===== src/hw/rtl/all_pairs_shortest_path_defines.svh =====
// Assertion macros shared by the shortest-path RTL.
`ifndef ALL_PAIRS_SHORTEST_PATH_DEFINES_SVH
`define ALL_PAIRS_SHORTEST_PATH_DEFINES_SVH

`ifndef SYNTH
// Same-cycle implication, checked out of reset.
`define APSP_ASSERT_IMPL(name, clk, rst_n, ante, cons, msg) \
	name: assert property (@(posedge clk) disable iff (!rst_n) (ante) |-> (cons)) \
		else $error(msg);
// Next-cycle implication, checked out of reset.
`define APSP_ASSERT_NEXT(name, clk, rst_n, ante, cons, msg) \
	name: assert property (@(posedge clk) disable iff (!rst_n) (ante) |=> (cons)) \
		else $error(msg);
`else
`define APSP_ASSERT_IMPL(name, clk, rst_n, ante, cons, msg)
`define APSP_ASSERT_NEXT(name, clk, rst_n, ante, cons, msg)
`endif

`endif


===== src/hw/rtl/apsp_ram.sv =====
// Generic RAM: one write port, two registered read ports.
`timescale 1ns / 1ps
module apsp_ram #(
	parameter int WIDTH = 8,
	parameter int DEPTH = 16
) (
	input  logic                     clk,
	input  logic                     we,
	input  logic [$clog2(DEPTH)-1:0] waddr,
	input  logic [WIDTH-1:0]         wdata,
	input  logic                     re_a,
	input  logic [$clog2(DEPTH)-1:0] raddr_a,
	output logic [WIDTH-1:0]         rdata_a,
	input  logic                     re_b,
	input  logic [$clog2(DEPTH)-1:0] raddr_b,
	output logic [WIDTH-1:0]         rdata_b
);

	logic [WIDTH-1:0] mem [DEPTH];

	always_ff @(posedge clk) begin
		if (we) begin
			mem[waddr] <= wdata;
		end
		if (re_a) begin
			rdata_a <= mem[raddr_a];
		end
		if (re_b) begin
			rdata_b <= mem[raddr_b];
		end
	end

endmodule


===== config.mk =====
export PLATFORM = sky130hd
export DESIGN_NAME = apsp_ram
export DESIGN_NICKNAME = d
export VERILOG_FILES = /design/src/hw/rtl/all_pairs_shortest_path_defines.svh /design/src/hw/rtl/apsp_ram.sv
export SDC_FILE = /design/constraint.sdc
export NUM_CORES = 1
export LEC_CHECK = 0
export BUFFER_PORTS_ARGS = -buffer_cell sky130_fd_sc_hd__buf_2
export CELL_PAD_IN_SITES_DETAIL_PLACEMENT = 1
export CELL_PAD_IN_SITES_GLOBAL_PLACEMENT = 2
export CORE_UTILIZATION = 30
export CTS_CLUSTER_DIAMETER = 150
export DETAILED_ROUTE_END_ITERATION = 16
export PLACE_DENSITY_LB_ADDON = 0.1
export SETUP_SLACK_MARGIN = 0.02
export SKIP_CTS_REPAIR_TIMING = 1
export SYNTH_ARGS = -nofsm -noshare
export SYNTH_HDL_FRONTEND = slang
export SYNTH_SLANG_ARGS = --single-unit

===== constraint.sdc =====
create_clock -name clk -period 4 [get_ports clk]
set_input_delay 0.2 -clock clk [delete_from_list [all_inputs] [get_ports clk]]
set_output_delay 0.2 -clock clk [all_outputs]
set_load 0.03 [all_outputs]

==> qor.yml <==
fin_crit_ps: 1960
fmax_mhz: 510
slew_violations: 0
drt_pass1_iterations: 4
num_vias: 3338
endpoint_kind: "register"
nFillCells: 2062
root_buffer: "clkbuf_16"
postSynthCellCount: 307
ys_ff_latch: 144
fin_util_pct: 35.4
intPower_mw: 2.73
portBuffers: 39
htree_levels: 4
tns_ps: 0
avgViaCountPerCell: 5.22
required_ps: 4160
synth_area_mm2: 0.00651
critical_path_arrival_ps: 2120
syn2layout_area_growth_pct: 15.1
path_clk_slew_ps: 60
yosys-mux-area-fraction_pct: 23.8
max_cap_violations: 0
wl_per_cell_um: 26.4
finalHoldViolCount: 0
worst_pin_slew_ps: 1120
synth_top_family_by_area: "multiplexers"
use_met1_pct: 20.2
ios: 40
grt_pass1_wl_um: 24500
yosysWarnings: 0
switchingPower_mw: 0.792
finalNetCount: 375
final_layout_size_suffix_gt1_share_pct: 30.8
grt.overflow.total: 0
dp_hpwl_um: 10800
power_mw: 3.52
power_density_mw_per_mm2: 470
drc: 0
comb_power_share_pct: 7.7
timing.final.ws_setup_ps: 2040
relSlewSlack_pct: 24.9
dieArea_mm2: 0.0223
rsz0062_at_grt: "false"
peakVddDrop_mv: 0.221
core_mm2: 0.0212
place_congestion: 0.677
period_share_pct: 49.1
cts_tree: "built"
clk-insertion-delay-late_ps: 420
grt_pass1_vias: 3623
dpl_worst_slack_ps: 1570
layout_common_cells: "144 x edfxtp_1, 39 x buf_2, 34 x mux4_2, 32 x a22oi_1, 28 x mux4_1"
grt_max_degree: 33
final_common_cell: "edfxtp_1"
cts_sinks: 144
cts_inserted_buffers: 17
worstPathMaxFanout: 26
ys_seq_area_share_pct: 66.5
wirelength_um: 16800
hold_class: "in2reg"
synth.avg_cell_area_um2: 21.2
initial_core_util_pct: 30.8
p_clk_share_pct: 43.3
seqPwrFrac_pct: 49.0
fin_cells: 639
grtUsageMet3_pct: 3.46
switching_share_pct: 22.5
met2_usage_pct: 27.8
syn_nets: 331
dpl.cell_count: 607
first_iter_violations: 155
synth-compound-area-share_pct: 3.69
synth-xor-area-share_pct: 0
yosys.area_share.simple_pct: 3.35
clockBufferDepth: 2
diodes: 0
clock_skew_ps: 9.90
synth_cell_types: 19
grt_use_total_pct: 16.1
postRouteAntennaNets: 0
chipWidth_um: 149
die_h_um: 149
worstSetupPathType: "in2reg"
synthAdderAreaFrac_pct: 0
setup_viol: 0
rows: 53
critPathLaunchType: "input port"
leakage_nw: 2.47
status: "complete, no violations"
antenna_found_initial: 0
busiest_layer: "met2"
## per-stage QoR
stage	instance area, um^2	hold slack (ps)
floorplan	6510	299
global placement	6920	601
detailed placement	6920	607
CTS	7490	168
global route	7490	171
finish	7490	174
## final cells by class
class                      instances  area [um^2]  area share (%)
clock inverter                    13          140            1.87
clock buffer                      19          433            5.78
tap                              275          344            4.59
multi-input combinational        143         2010            26.8
timing repair buffer              45          240            3.21
sequential                       144         4320            57.7
## worst max-delay path, cell delays in order
cell and delay (ps):
buf_2 720, buf_4 320, mux4_1 580, a22oi_1 200, nand2_1 80
## synth_stat cells
cell,instances,share of area [%]
clkdlybuf4s25_2,6,0.92
nand2_1,17,0.98
or3b_2,1,0.13
nand3_1,1,0.077
mux4_1,28,11
buf_4,2,0.23
buf_6,6,1.0
edfxtp_1,144,66
nor2b_1,2,0.19
nand2b_1,2,0.19
nor3_1,4,0.31
a22oi_1,32,3.7
nor2_1,14,0.81
nand3b_1,2,0.23
mux4_4,2,0.77
and2b_1,2,0.23
mux4_2,34,12
buf_2,6,0.46
and2_1,2,0.19
## flip-flops by register name, summed over array words and instances, names as in the netlist
signal	flops
rdata_b	8
rdata_a	8
mem	128
## power groups by stage
stage                     clock network (mW)  registers, mW  logic [mW]
final                                   1.53           1.73       0.272
after floorplan                            0           1.78       0.152
after detailed placement                   0           1.76       0.278
after global placement                     0           1.76       0.277
after CTS                               1.56           1.73       0.278
after global routing                    1.62           1.73       0.292
## final timing paths
path	start	end	slack (ps)	depth (start not counted)
min reg2reg	mem[15][3]	rdata_b[3]	780	3
max	raddr_a[0]	rdata_a[3]	2040	5
min	re_b	rdata_b[3]	170	1
max reg2reg	mem[2][7]	rdata_b[7]	2340	3
## per-layer routing
| layer | part of all wire (%) | wire, um |
|---|---|---|
| met4 | 1.6 | 263 |
| met3 | 2.9 | 481 |
| met2 | 53 | 8930 |
| met1 | 43 | 7170 |
| met5 | 0 | 0 |
## cells by family after synthesis
group,Yosys count
flip-flops,144
buffers and inverters,20
multiplexers,64
AND/OR/NAND/NOR,47
AO/OA/AOI/OAI,32
(Power assumes the default switching activity.)
