### config.mk
export PLATFORM = sky130hd
export DESIGN_NAME = apsp_out_fifo
export DESIGN_NICKNAME = d
export VERILOG_FILES = /design/src/hw/rtl/all_pairs_shortest_path_defines.svh /design/src/hw/rtl/apsp_pkg.sv /design/src/hw/rtl/apsp_out_fifo.sv
export SDC_FILE = /design/constraint.sdc
export NUM_CORES = 1
export LEC_CHECK = 0
export BUFFER_PORTS_ARGS = -buffer_cell sky130_fd_sc_hd__buf_2
export CAP_MARGIN = 20
export CORE_AREA = 2 2 93 95
export CTS_BUF_LIST = sky130_fd_sc_hd__clkbuf_8
export CTS_CLUSTER_SIZE = 16
export DETAILED_ROUTE_END_ITERATION = 6
export DIE_AREA = 0 0 95 97
export PLACE_DENSITY = 0.81
export SYNTH_ARGS = -nofsm -noshare
export SYNTH_HDL_FRONTEND = slang
export SYNTH_SLANG_ARGS = --single-unit
### constraint.sdc
create_clock -name clk -period 5.75 [get_ports clk]
set_input_delay 1.4375 -clock clk [delete_from_list [all_inputs] [get_ports clk]]
set_output_delay 1.4375 -clock clk [all_outputs]
set_load 0.02 [all_outputs]
### src/hw/rtl/all_pairs_shortest_path_defines.svh
// Assertion macros shared by the shortest-path RTL.
`ifndef ALL_PAIRS_SHORTEST_PATH_DEFINES_SVH
`define ALL_PAIRS_SHORTEST_PATH_DEFINES_SVH

`ifndef SYNTH
// Same-cycle implication, checked out of reset.
`define APSP_ASSERT_IMPL(name, clk, rst_n, ante, cons, msg) \
	name: assert property (@(posedge clk) disable iff (!rst_n) (ante) |-> (cons)) \
		else $error(msg);
// Next-cycle implication, checked out of reset.
`define APSP_ASSERT_NEXT(name, clk, rst_n, ante, cons, msg) \
	name: assert property (@(posedge clk) disable iff (!rst_n) (ante) |=> (cons)) \
		else $error(msg);
`else
`define APSP_ASSERT_IMPL(name, clk, rst_n, ante, cons, msg)
`define APSP_ASSERT_NEXT(name, clk, rst_n, ante, cons, msg)
`endif

`endif

### src/hw/rtl/apsp_pkg.sv
// Shared constants and types of the all-pairs shortest path block.
`timescale 1ns / 1ps
package apsp_pkg;

	localparam int MAX_VERTICES_DEF = 8;
	localparam int DIST_W           = 48;
	localparam int WEIGHT_W         = 32;
	localparam int VC_W             = 4;
	localparam int VIDX_W           = 3;

	localparam logic [VC_W-1:0] VC_RESET = 4'd8;

	localparam logic signed [DIST_W-1:0] DIST_MAX = {1'b0, {(DIST_W-1){1'b1}}};
	localparam logic signed [DIST_W-1:0] DIST_MIN = {1'b1, {(DIST_W-1){1'b0}}};

	// One stored distance: infinite mark plus the saturated value.
	typedef struct packed {
		logic                     inf;
		logic signed [DIST_W-1:0] len;
	} dist_entry_t;

	// Outcome of one relaxation step.
	typedef struct packed {
		logic        wr;
		dist_entry_t value;
	} relax_res_t;

	// One request on the result channel.
	typedef struct packed {
		logic signed [DIST_W-1:0] path_length;
		logic                     unreachable;
		logic [VIDX_W-1:0]        source_vertex;
		logic [VIDX_W-1:0]        target_vertex;
		logic                     negative_cycle;
		logic                     final_entry;
	} out_item_t;

endpackage

### src/hw/rtl/apsp_out_fifo.sv
// Two-entry result queue between the distance memory and the output channel.
`timescale 1ns / 1ps
module apsp_out_fifo (
	input  logic                clk,
	input  logic                arst_n,
	input  logic                push,
	input  apsp_pkg::out_item_t push_data,
	input  logic                pop,
	output logic                valid,
	output apsp_pkg::out_item_t head,
	output logic [1:0]          count
);

	apsp_pkg::out_item_t slot_q [2];
	logic                wp_q;
	logic                rp_q;
	logic [1:0]          cnt_q;

	always_ff @(posedge clk or negedge arst_n) begin
		if (!arst_n) begin
			wp_q  <= 1'b0;
			rp_q  <= 1'b0;
			cnt_q <= 2'd0;
		end else begin
			if (push) begin
				wp_q <= !wp_q;
			end
			if (pop) begin
				rp_q <= !rp_q;
			end
			cnt_q <= cnt_q + {1'b0, push} - {1'b0, pop};
		end
	end

	always_ff @(posedge clk) begin
		if (push) begin
			slot_q[wp_q] <= push_data;
		end
	end

	assign valid = cnt_q != 2'd0;
	assign head  = slot_q[rp_q];
	assign count = cnt_q;

endmodule

==> impl_metrics.toml <==
[grt]
groute.usage.overall_pct = 16.41
grt_start_max_net_pins = 58
met2_usage_pct = 27.28
gr-total-overflow = 0
grt_pass1_vias = 2299
grtUsageMet3_pct = 7.009
grt_pass1_wl_um = 10960
grtUsageMet1_pct = 18.74
antenna_found_initial = 0
grt.busiest_layer = "met2"

[clock_tree]
cts-resized-gates = 0
clk_pin_slew_ns = 0.06
h-tree-depth = 4
cts_setup_buffers = 0
cts_tree = "built"
ctsHoldBuffers = 0
clock-sinks = 118
ctsLongestPathBuffers = 2
clock_latency_ns = 0.41
clockRootBuffer = "clkbuf_8"
cts_made_buffers = 17

[synthesis]
synth_enable_flop_cells = 114
synth_mux_area_share_pct = 16.36
syn_avg_cell_area_um2 = 22.94
synth_top_family_by_area = "multiplexers"
async_flop_share_pct = 3.390
synth_most_common_cell = "edfxtp_1"
yosys.area_share.simple_pct = 0.4283
yosys-top-cells-area = "edfxtp_1, mux2_2, mux2_4"
synth_cell_types = 13
ys_warn_count = 0
syn_nets = 254
syn_inst = 191
netlist.area_leader.share_pct = 78.13
synth_compound_area_share_pct = 0
ys_top_cells_by_count = "edfxtp_1, mux2_2, mux2_4"
synth_adder_area_share_pct = 0.5711
synth_xor_area_share_pct = 0.9423
synth_ff_type = "edfxtp_1"
syn_area_um2 = 4382
ys_seq_area_share_pct = 80.41
yosysTopAreaCell = "edfxtp_1"
ys_ff_latch = 118

[layout]
final_nets = 390
syn2layout_area_growth_pct = 25.36
instances_no_fill = 444
n_fill_cell = 597
drive_above_1_share_pct = 62.83
antennaDiodeCount = 0

[pwr]
vdd_drop_max_uv = 391.9
power_w = 0.002839
p_leak_nw = 2.166
power.density_nw_per_um2 = 516.9

[routing]
drt_pass1_iterations = 4
drt.antenna.violating_nets = 0
vias = 2162
drtIter0Drc = 95
wirelength_um = 7176
drc_errors = 0
avgRoutedWirePerCell_um = 16.16
via_per_inst = 4.869

[worst_setup_path]
cp.required_ns = 4.31
worstPathMaxFanout = 31
crit_type = "reg -> out"
slowest_stage = "dfrtp_2"
end_kind = "output port"
crit_path_cell_trace = "buf_4 -> mux2_2 -> buf_2"
critPathLaunchType = "flop"
slowest_delay_ns = 0.80
critPathArrivalTime_ns = 2.34
critical-path-top-delay-family = "flip-flops"
path_buf_inv = 2

[sta]
finalSetupViolations = 0
worst_pin_slew_ns = 0.7510
hold-worst-slack_ns = 0.5485
fin_crit_ns = 3.774
setup_slack_ns = 1.976
finalHoldViolCount = 0
finalMaxSlewViolations = 0
setup_tns_ns = 0
rsz0062_at_grt = "false"
relSlewSlack_pct = 49.94
fmax_mhz = 265.0
skew_ns = 0.005040
finalCritPeriodShare_pct = 65.63

[floorplan]
die_area_um2 = 9215
die_h_um = 97
initial_utilization_pct = 53.87
fp-row-count = 33
die_x_um = 95
core_area_um2 = 8134
ios = 121

[placement]
dp_hpwl_um = 4783
portBuffers = 120
place_congestion = 0.7000
place_ws_ns = 2.384
placed_cells = 413

[worst_hold_path]
hold_path.class = "reg -> reg"

[outcome]
status = "finished clean"

[run]
drv_cap = 0
==> area by class of cell <==
cell class / count / area [um^2] / area share, %
clock buffer: 17 / 234.0 / 4.260
tap: 105 / 131.4 / 2.392
clock inverter: 14 / 161.4 / 2.938
multi-input combinational: 65 / 810.8 / 14.76
inverter: 2 / 7.507 / 0.1367
sequential: 118 / 3525 / 64.17
timing repair buffer: 123 / 623.1 / 11.34
==> stage by stage <==
step,cell area (um^2),utilization (%)
after floorplan,4382,-
after global placement,5097,62.67
after detailed placement,5097,62.67
after CTS,5493,67.53
after global routing,5493,67.53
final,5493,67.53
==> metal layers <==
layer  vias to the layer above  wire, um  share of wire [%]
li1                       1027         -                  -
met1                      1032      2886                 40
met2                        95      3637                 51
met3                         8       582                8.1
met4                         0        70               0.98
met5                         -         0                  0
==> layout by cell type, fill, tap and decap left out, drive strengths merged <==
| cell | instances |
|---|---|
| inv | 2 |
| xor3 | 1 |
| clkbuf | 17 |
| nor2b | 1 |
| xor2 | 2 |
| or2 | 1 |
| clkinvlp | 3 |
| dfrtp | 4 |
| mux2 | 57 |
| edfxtp | 114 |
| buf | 123 |
| and2 | 1 |
| bufinv | 3 |
| ha | 2 |
| clkinv | 8 |
==> where the power goes <==
part	internal, W	total (W)	switching (W)
sequential	0.00114	0.00123	0.0000859
combinational	0.000383	0.000874	0.000491
clock	0.000421	0.000735	0.000313
==> worst register-to-register path: stages (launching register included) <==
cell	delay, ns
dfrtp_1	0.42
nor2b_4	0.58
buf_4	0.53
==> state kept, by name (all words and copies together), names as in the netlist <==
name / count
wp_q: 1
slot_q: 114
rp_q: 1
count: 2
==> cell families after synthesis <==
logic type,count (synthesis)
multiplexers,57
XOR/XNOR,3
buffers and inverters,8
AND/OR/NAND/NOR,3
flip-flops,118
adder cells (fa/ha/maj),2
==> worst paths after layout <==
| check | start | end | slack, ns | depth (start not counted) |
|---|---|---|---|---|
| setup / recovery | rp_q$_DFFE_PN0P_ | head[56] | 1.98 | 3 |
| hold / removal | wp_q$_DFFE_PN0P_ | wp_q$_DFFE_PN0P_ | 0.55 | 1 |
| setup reg to reg | wp_q$_DFFE_PN0P_ | slot_q[0][16]$_DFFE_PP_ | 3.86 | 2 |
| hold reg to reg | wp_q$_DFFE_PN0P_ | wp_q$_DFFE_PN0P_ | 0.55 | 1 |
| max in group asynchronous | arst_n | rp_q$_DFFE_PN0P_ | 4.79 | 1 |
| min in group asynchronous | arst_n | count[0]$_DFF_PN0_ | 0.82 | 1 |
No activity file was read; power rests on OpenSTA's default activity.
