<file path="src/hw/rtl/all_pairs_shortest_path_defines.svh">
// Assertion macros shared by the shortest-path RTL.
`ifndef ALL_PAIRS_SHORTEST_PATH_DEFINES_SVH
`define ALL_PAIRS_SHORTEST_PATH_DEFINES_SVH

`ifndef SYNTH
// Same-cycle implication, checked out of reset.
`define APSP_ASSERT_IMPL(name, clk, rst_n, ante, cons, msg) \
	name: assert property (@(posedge clk) disable iff (!rst_n) (ante) |-> (cons)) \
		else $error(msg);
// Next-cycle implication, checked out of reset.
`define APSP_ASSERT_NEXT(name, clk, rst_n, ante, cons, msg) \
	name: assert property (@(posedge clk) disable iff (!rst_n) (ante) |=> (cons)) \
		else $error(msg);
`else
`define APSP_ASSERT_IMPL(name, clk, rst_n, ante, cons, msg)
`define APSP_ASSERT_NEXT(name, clk, rst_n, ante, cons, msg)
`endif

`endif

</file>
<file path="src/hw/rtl/apsp_pkg.sv">
// Shared constants and types of the all-pairs shortest path block.
`timescale 1ns / 1ps
package apsp_pkg;

	localparam int MAX_VERTICES_DEF = 8;
	localparam int DIST_W           = 48;
	localparam int WEIGHT_W         = 32;
	localparam int VC_W             = 4;
	localparam int VIDX_W           = 3;

	localparam logic [VC_W-1:0] VC_RESET = 4'd8;

	localparam logic signed [DIST_W-1:0] DIST_MAX = {1'b0, {(DIST_W-1){1'b1}}};
	localparam logic signed [DIST_W-1:0] DIST_MIN = {1'b1, {(DIST_W-1){1'b0}}};

	// One stored distance: infinite mark plus the saturated value.
	typedef struct packed {
		logic                     inf;
		logic signed [DIST_W-1:0] len;
	} dist_entry_t;

	// Outcome of one relaxation step.
	typedef struct packed {
		logic        wr;
		dist_entry_t value;
	} relax_res_t;

	// One request on the result channel.
	typedef struct packed {
		logic signed [DIST_W-1:0] path_length;
		logic                     unreachable;
		logic [VIDX_W-1:0]        source_vertex;
		logic [VIDX_W-1:0]        target_vertex;
		logic                     negative_cycle;
		logic                     final_entry;
	} out_item_t;

endpackage

</file>
<file path="src/hw/rtl/apsp_relax.sv">
// Relaxation step: saturating detour sum and compare against the current distance.
`timescale 1ns / 1ps
module apsp_relax (
	input  apsp_pkg::dist_entry_t ik,
	input  apsp_pkg::dist_entry_t kj,
	input  apsp_pkg::dist_entry_t ij,
	output apsp_pkg::relax_res_t  res
);

	logic [apsp_pkg::DIST_W:0]          sum;
	logic signed [apsp_pkg::DIST_W-1:0] cand;
	logic                               ovf;

	always_comb begin
		sum = {ik.len[apsp_pkg::DIST_W-1], ik.len} + {kj.len[apsp_pkg::DIST_W-1], kj.len};
		ovf = sum[apsp_pkg::DIST_W] != sum[apsp_pkg::DIST_W-1];
		if (ovf) begin
			cand = sum[apsp_pkg::DIST_W] ? apsp_pkg::DIST_MIN : apsp_pkg::DIST_MAX;
		end else begin
			cand = $signed(sum[apsp_pkg::DIST_W-1:0]);
		end
		// skip when the second half of the detour is infinite
		res.wr         = !kj.inf && (ij.inf || ($signed(cand) < $signed(ij.len)));
		res.value.inf  = 1'b0;
		res.value.len  = cand;
	end

endmodule

</file>
<file path="config.mk">
export PLATFORM = sky130hd
export DESIGN_NAME = apsp_relax
export DESIGN_NICKNAME = d
export VERILOG_FILES = /design/src/hw/rtl/all_pairs_shortest_path_defines.svh /design/src/hw/rtl/apsp_pkg.sv /design/src/hw/rtl/apsp_relax.sv
export SDC_FILE = /design/constraint.sdc
export NUM_CORES = 1
export LEC_CHECK = 0
export BUFFER_PORTS_ARGS = -buffer_cell sky130_fd_sc_hd__buf_2
export CAP_MARGIN = 0
export CORE_MARGIN = 3
export CORE_UTILIZATION = 54
export DETAILED_ROUTE_END_ITERATION = 6
export GPL_TIMING_DRIVEN = 0
export PLACE_DENSITY = 0.95
export SLEW_MARGIN = 20
export SYNTH_ARGS = -nofsm -noshare
export SYNTH_HDL_FRONTEND = slang
export SYNTH_SLANG_ARGS = --single-unit
</file>
<file path="constraint.sdc">
create_clock -name vclk -period 9.1
set_clock_uncertainty 0.05 [all_clocks]
set_input_delay 1.365 -clock vclk [all_inputs]
set_output_delay 1.365 -clock vclk [all_outputs]
set_load 0.05 [all_outputs]
</file>
==> impl_metrics.yaml, run 1 <==
logic_synthesis:
  synth_top_area_share_pct: 27.66
  netlist_area_um2: 4297
  synth_fp_nets: 869
  synth_cells: 626
  synth_seq_area_share_pct: 0
  synth_warnings: 0
  synth_top_area_cell: "ha_1"
  synthTopCellsByArea: "ha_1 28%, a21oi_1 11%, a21o_1 6.1%"
  synth_area_per_cell_um2: 6.864
  synth_cell_type_count: 57
setup_path:
  critPathMaxFanout: 10
  crit_slowest_cell: "or4_1"
  crit_path_max_incr_delay_ns: 0.48
  cpMostUsedCell: "a21oi_1"
  cp.arrival_ns: 7.00
  cp.required_ns: 7.69
  setup.worst_path.end_class: "output pin"
  path_buf_inv: 3
  critPathTopFamily: "compound AO/OA/AOI/OAI gates"
  critical_path_class: "in2out"
  start_kind: "input port"
  crit_chain: "buf_2 -> ha_1 -> fa_1 -> a211oi_1 -> o21bai_1 -> a21oi_1 -> o21ai_1 -> a21oi_1 -> o21ai_2 -> a21oi_2 -> clkbuf_1 -> a21oi_1 -> ha_1 -> a21oi_1 -> nor2b_1 -> o21ai_0 -> nand2b_1 -> a41oi_1 -> nor3_1 -> or4_1 -> o311a_1 -> a41oi_1 -> buf_2"
floorplanning:
  die_area_um2: 9063
  fp-row-count: 31
  core_um2: 7486
  die-width_um: 95.20
  die_y_um: 95.20
  pin_count: 197
  initial_core_util_pct: 57.40
cells_and_area:
  fillCellCount: 650
  final_common_cell: "buf_2"
  drive_gt1_share_pct: 27.04
  final_cells: 920
  clock_buffers: 0
  ff_latch_area_um2: 0
  layout_common_cells: "201 x buf_2, 96 x a21oi_1, 95 x ha_1, 56 x inv_1, 45 x nand2_1"
  multi_input_area_um2: 3951
  nets: 1066
  seq_cell_count: 0
  area_delta_synth_final_pct: 25.60
  antenna_cells: 0
detailed_routing:
  drc_errors: 0
  viasPerCell: 6.100
  drt_first_pass_iters: 6
  finalWirelength_um: 15490
  final_antenna_net_count: 0
  first_iter_violations: 329
  vias: 5612
  wire_per_inst_um: 16.84
placement:
  gp_congestion: 0.9806
  hpwl_um: 13470
  dp.cells: 920
  portBuffers: 195
sta:
  min_period_over_period_pct: 92.51
  rsz0062_at_grt: "no"
  final.setup.tns_ns: 0
  hold_slack_ns: 3.192
  min_period_ns: 8.419
  finalSetupViolCount: 0
  relSlewSlack_pct: 40.04
  worst_pin_slew_ns: 0.8925
  hold_viol: 0
  fmax_mhz: 118.8
  drv_slew: 0
global_route:
  overflow: 0
  grt_pass1_vias: 5314
  antenna_found_initial: 0
  grtUsageTotal_pct: 32.70
  grt_pass1_wl_um: 24290
  grt_max_degree: 11
job:
  max_cap_viol_count: 0
status:
  status: "completed"
cts:
  cts_hold_buf: 0
  cts_setup_buffers: 0
  cts_resized: 0
power_and_ir_drop:
  power_density_nw_per_um2: 141.4
  power.leakage_nw: 2.900
  ir_worst_vdd_v: 0.00008230
worst_hold_path:
  hold_path.class: "in2out"
==> where the power goes <==
part | internal [W] | switching (W)
clock network | 0 | 0
logic | 0.000242 | 0.000521
registers | 0 | 0
total | 0.000242 | 0.000521
==> final timing paths <==
kind / from / end / cells after the start
worst max-delay path: ik[0] / res[49] / 23
worst min-delay path: kj[48] / res[49] / 4
==> final cells by class <==
cell class	count	area share [%]
Timing Repair Buffer	195	18.08
Inverter	56	3.895
Buffer	23	2.504
Tap cell	99	2.295
Multi-Input combinational cell	547	73.22
==> metrics by stage <==
step	area, um^2	power, W	util [%]	worst slack, ns
after floorplan	4297	0.0005584	-	0.7147
after global placement	5396	0.0007271	72.09	0.9963
after detailed placement	5396	0.0007500	72.09	0.8623
after CTS	5396	0.0007541	72.09	0.8390
after global routing	5396	0.0008254	72.09	0.2853
final	5396	0.0007633	72.09	0.6815
==> worst min-delay path, delay by kind of cell <==
family          cells  cell delay [ns]
compound gates      2             0.21
buf+inv             2             0.30
==> layer usage <==
layer	GRT usage [%]	share of wire [%]	up-vias
met3	2.684	7.7	58
met4	9.976	3.6	0
li1	-	-	2707
met2	59.01	49	302
met1	40.86	40	2545
met5	0	0	-
==> synthesized netlist by cell type, drive strengths merged, types with 2 or more instances <==
master   instances
a21oi           97
ha              95
inv             56
o21ai           50
nand2           46
a21o            35
nor2            32
xnor2           22
xor2            20
nand4           17
nand3           16
buf             12
clkbuf          11
nor3            11
a31oi           10
and3             9
a211oi           8
o21a             8
o21bai           6
maj3             5
nand2b           5
or4              5
a221o            4
and2             4
nor4             4
o31ai            4
a221oi           3
nor2b            3
o211ai           3
or2              3
a211o            2
a31o             2
a41oi            2
o2111ai          2
==> cell families after synthesis <==
logic type,share of synthesized area [%]
buf+inv,8.037
fa+ha+maj,29.44
other cells,0.08728
compound gates,35.27
xor+xnor,8.561
simple gates,18.38
mux,0.2330
Note: power is estimated with default switching activity, not from simulation.
==> run 2, diff against run 1 <==
- CORE_ASPECT_RATIO: default -> 0.7
- clock period: 9.1 -> 10.61 ns (I/O delays scaled with it)
==> impl_metrics.yaml, run 2 (synthesized netlist as in run 1, its figures left out) <==
power_and_ir_drop:
  ir_worst_vdd_v: 0.00009715
  power_density_nw_per_um2: 122.6
  power.leakage_nw: 2.900
global_route:
  antenna_found_initial: 0
  overflow: 0
  gr-usage-met3_pct: 3.765
  use_met2_pct: 57.09
  grt_use_met1_pct: 45.65
  grt_pass1_wl_um: 25360
  grt_max_degree: 11
  globalRoute.busiestLayer: "met2"
  grtUsageTotal_pct: 33.55
  grt_pass1_vias: 5447
sta:
  min_period_ns: 9.022
  finalSetupViolCount: 0
  final.setup.tns_ns: 0
  worst_pin_slew_ns: 1.014
  min_period_over_period_pct: 85.03
  hold_slack_ns: 3.651
  relSlewSlack_pct: 31.87
  hold_viol: 0
  rsz0062_at_grt: "no"
  drv_slew: 0
  fmax_mhz: 110.8
setup_path:
  crit_slowest_cell: "or4_1"
  cp.required_ns: 8.97
  crit_chain: "buf_2 -> ha_1 -> fa_1 -> a211oi_1 -> o21bai_1 -> a21oi_1 -> o21ai_1 -> a21oi_1 -> o21ai_2 -> a21oi_2 -> clkbuf_1 -> a21oi_1 -> ha_1 -> a21o_1 -> a21oi_1 -> nor2b_1 -> o21ai_0 -> a21oi_1 -> o21a_1 -> or4_1 -> o311a_1 -> a41oi_1 -> buf_2"
  critPathTopFamily: "compound AO/OA/AOI/OAI gates"
  critical_path_class: "in2out"
  setup.worst_path.end_class: "output pin"
  cp.arrival_ns: 7.38
  cpMostUsedCell: "a21oi_1"
  critPathMaxFanout: 10
  crit_path_max_incr_delay_ns: 0.53
  crit_start: "ik[0]"
  start_kind: "input port"
  path_buf_inv: 3
placement:
  portBuffers: 195
  gp_congestion: 0.9649
  hpwl_um: 14070
cells_and_area:
  ff_latch_area_um2: 0
  antenna_cells: 0
  drive_gt1_share_pct: 27.04
  seq_cell_count: 0
  layout_common_cells: "201 x buf_2, 96 x a21oi_1, 95 x ha_1, 56 x inv_1, 45 x nand2_1"
  clock_buffers: 0
  final_common_cell: "buf_2"
  area_delta_synth_final_pct: 25.57
  nets: 1066
floorplanning:
  die_area_um2: 9080
  initial_core_util_pct: 57.18
  die-width_um: 112.6
  core_um2: 7515
  fp-row-count: 26
  die_y_um: 80.63
  pin_count: 197
detailed_routing:
  drt_first_pass_iters: 7
  final_antenna_net_count: 0
  vias: 5686
  viasPerCell: 6.187
  drc_errors: 0
  wire_per_inst_um: 17.71
  finalWirelength_um: 16280
  first_iter_violations: 453
status:
  status: "completed"
worst_hold_path:
  hold_path.class: "in2out"
  holdCritStartpoint: "kj[48]"
cts:
  cts_resized: 0
  cts_setup_buffers: 0
  cts_hold_buf: 0
job:
  max_cap_viol_count: 0
run 2: cell counts in the layout (fill, tap and decap cells not counted):
Identical to the previous run, type by type.
run 2: per-layer routing:
metal / wire [um] / part of all wire [%] / up-vias
met5: 0 / 0 / -
met4: 229 / 1.4 / 0
met3: 1751 / 11 / 30
met2: 7275 / 45 / 362
met1: 7019 / 43 / 2584
li1: - / - / 2710
run 2: power breakdown:
part | switching, W | internal, W
combinational | 0.000453 | 0.000208
clock | 0 | 0
sequential | 0 | 0
run 2: layout make-up:
class	instances	area [um^2]
timing repair buffer	195	975.9
multi-input combinational	547	3951
tap	98	122.6
inverter	56	210.2
buffer	23	135.1
fill	629	2120
run 2: path summary, 6_finish.rpt:
check | endpoint | cells past startpoint | slack, ns
setup / recovery | res[49] | 23 | 1.59
hold / removal | res[49] | 4 | 3.65
run 2: stage by stage:
stage / total power, W / utilization [%] / cell area (um^2) / std cells / setup slack, ns
floorplan: 0.0004789 / - / 4297 / 626 / 1.772
global placement: 0.0006271 / 71.79 / 5395 / 919 / 1.937
detailed placement: 0.0006474 / 71.79 / 5395 / 919 / 1.794
CTS: 0.0006502 / 71.79 / 5395 / 919 / 1.752
global route: 0.0007086 / 71.79 / 5395 / 919 / 1.317
finish: 0.0006612 / 71.79 / 5395 / 919 / 1.588
run 2: worst min-delay path, stage by stage:
cell and delay [ns]:
buf_2 0.10, o311a_1 0.16, a41oi_1 0.05, buf_2 0.21
==> run 3, diff against run 2 <==
- PLACE_DENSITY: 0.95 -> 0.9
==> impl_metrics.yaml, run 3 (synthesized netlist as in run 1, its figures left out) <==
status:
  status: "completed"
cells_and_area:
  ff_latch_area_um2: 0
  drive_gt1_share_pct: 27.04
  layout_common_cells: "201 x buf_2, 96 x a21oi_1, 95 x ha_1, 56 x inv_1, 45 x nand2_1"
  area_delta_synth_final_pct: 25.57
  nets: 1066
  clock_buffers: 0
  antenna_cells: 0
  final_util_pct: 71.79
  seq_cell_count: 0
  final_common_cell: "buf_2"
sta:
  hold_viol: 0
  drv_slew: 0
  relSlewSlack_pct: 39.58
  min_period_ns: 8.935
  finalSetupViolCount: 0
  worst_pin_slew_ns: 0.8994
  final.setup.tns_ns: 0
  min_period_over_period_pct: 84.21
  rsz0062_at_grt: "no"
  fmax_mhz: 111.9
detailed_routing:
  drt_first_pass_iters: 5
  viasPerCell: 6.134
  first_iter_violations: 545
  vias: 5637
  final_antenna_net_count: 0
  finalWirelength_um: 16080
  wire_per_inst_um: 17.50
  drc_errors: 0
floorplanning:
  core_um2: 7515
  fp-row-count: 26
  pin_count: 197
  die_y_um: 80.63
  initial_core_util_pct: 57.18
  die-width_um: 112.6
  die_area_um2: 9080
cts:
  cts_setup_buffers: 0
  cts_hold_buf: 0
  cts_resized: 0
placement:
  gp_congestion: 0.9531
  portBuffers: 195
  hpwl_um: 13950
setup_path:
  start_kind: "input port"
  setup.worst_path.end_class: "output pin"
  crit_path_max_incr_delay_ns: 0.52
  path_buf_inv: 3
  crit_chain: "buf_2 -> ha_1 -> fa_1 -> a211oi_1 -> o21bai_1 -> a21oi_1 -> o21ai_1 -> a21oi_1 -> o21ai_2 -> a21oi_2 -> clkbuf_1 -> a21oi_1 -> ha_1 -> a21o_1 -> a21oi_1 -> nor2b_1 -> o21ai_0 -> a21oi_1 -> o21a_1 -> or4_1 -> o311a_1 -> a41oi_1 -> buf_2"
  cp.arrival_ns: 7.29
  critical_path_class: "in2out"
  cpMostUsedCell: "a21oi_1"
  critPathTopFamily: "compound AO/OA/AOI/OAI gates"
  cp.required_ns: 8.97
  critPathMaxFanout: 10
  crit_slowest_cell: "or4_1"
global_route:
  globalRoute.busiestLayer: "met2"
  gr-usage-met3_pct: 2.786
  grtUsageTotal_pct: 33.34
  use_met2_pct: 52.54
  grt_use_met1_pct: 49.54
  antenna_found_initial: 0
  grt_max_degree: 11
  grt_pass1_wl_um: 25100
  grt_pass1_vias: 5062
  overflow: 0
power_and_ir_drop:
  power.leakage_nw: 2.900
  finalPower_w: 0.0006591
  power_density_nw_per_um2: 122.2
  ir_worst_vdd_v: 0.0001007
worst_hold_path:
  hold_path.class: "in2out"
job:
  max_cap_viol_count: 0
[run 3: cell counts in the layout (fill, tap and decap cells not counted)]
Identical to the previous run, type by type.
[run 3: final timing paths]
| check | start | depth (start not counted) | slack (ns) | endpoint |
|---|---|---|---|---|
| max | ik[0] | 23 | 1.67 | res[49] |
| min | ij[48] | 4 | 3.66 | res[49] |
[run 3: final cells by class]
| class | instances | area, um^2 |
|---|---|---|
| fillers | 653 | 2120 |
| plain buffers | 23 | 135.1 |
| well taps | 98 | 122.6 |
| repair buffers | 195 | 975.9 |
| inverters | 56 | 210.2 |
| multi-input cells | 547 | 3951 |
[run 3: power breakdown]
group          switching (W)  internal (W)
Combinational       0.000451      0.000208
Clock                      0             0
Sequential                 0             0
Total               0.000451      0.000208
[run 3: routing by layer]
metal | part of all wire [%] | up-vias
li1 | - | 2712
met1 | 46 | 2579
met2 | 42 | 324
met3 | 10 | 22
met4 | 1.4 | 0
met5 | 0 | -
[run 3: through the flow]
step / worst slack [ns] / cell area (um^2) / hold WS [ns] / cells
after detailed placement: 1.836 / 5395 / 3.645 / 919
after floorplan: 1.772 / 4297 / 3.462 / 626
after global placement: 1.957 / 5395 / 3.642 / 919
final: 1.675 / 5395 / 3.658 / 919
after CTS: 1.802 / 5395 / 3.653 / 919
after global routing: 1.374 / 5395 / 3.662 / 919
[run 3: worst min-delay path, cell delays in order]
cell and delay [ns]:
buf_2 0.10, nand2b_1 0.08, a41oi_1 0.13, buf_2 0.20
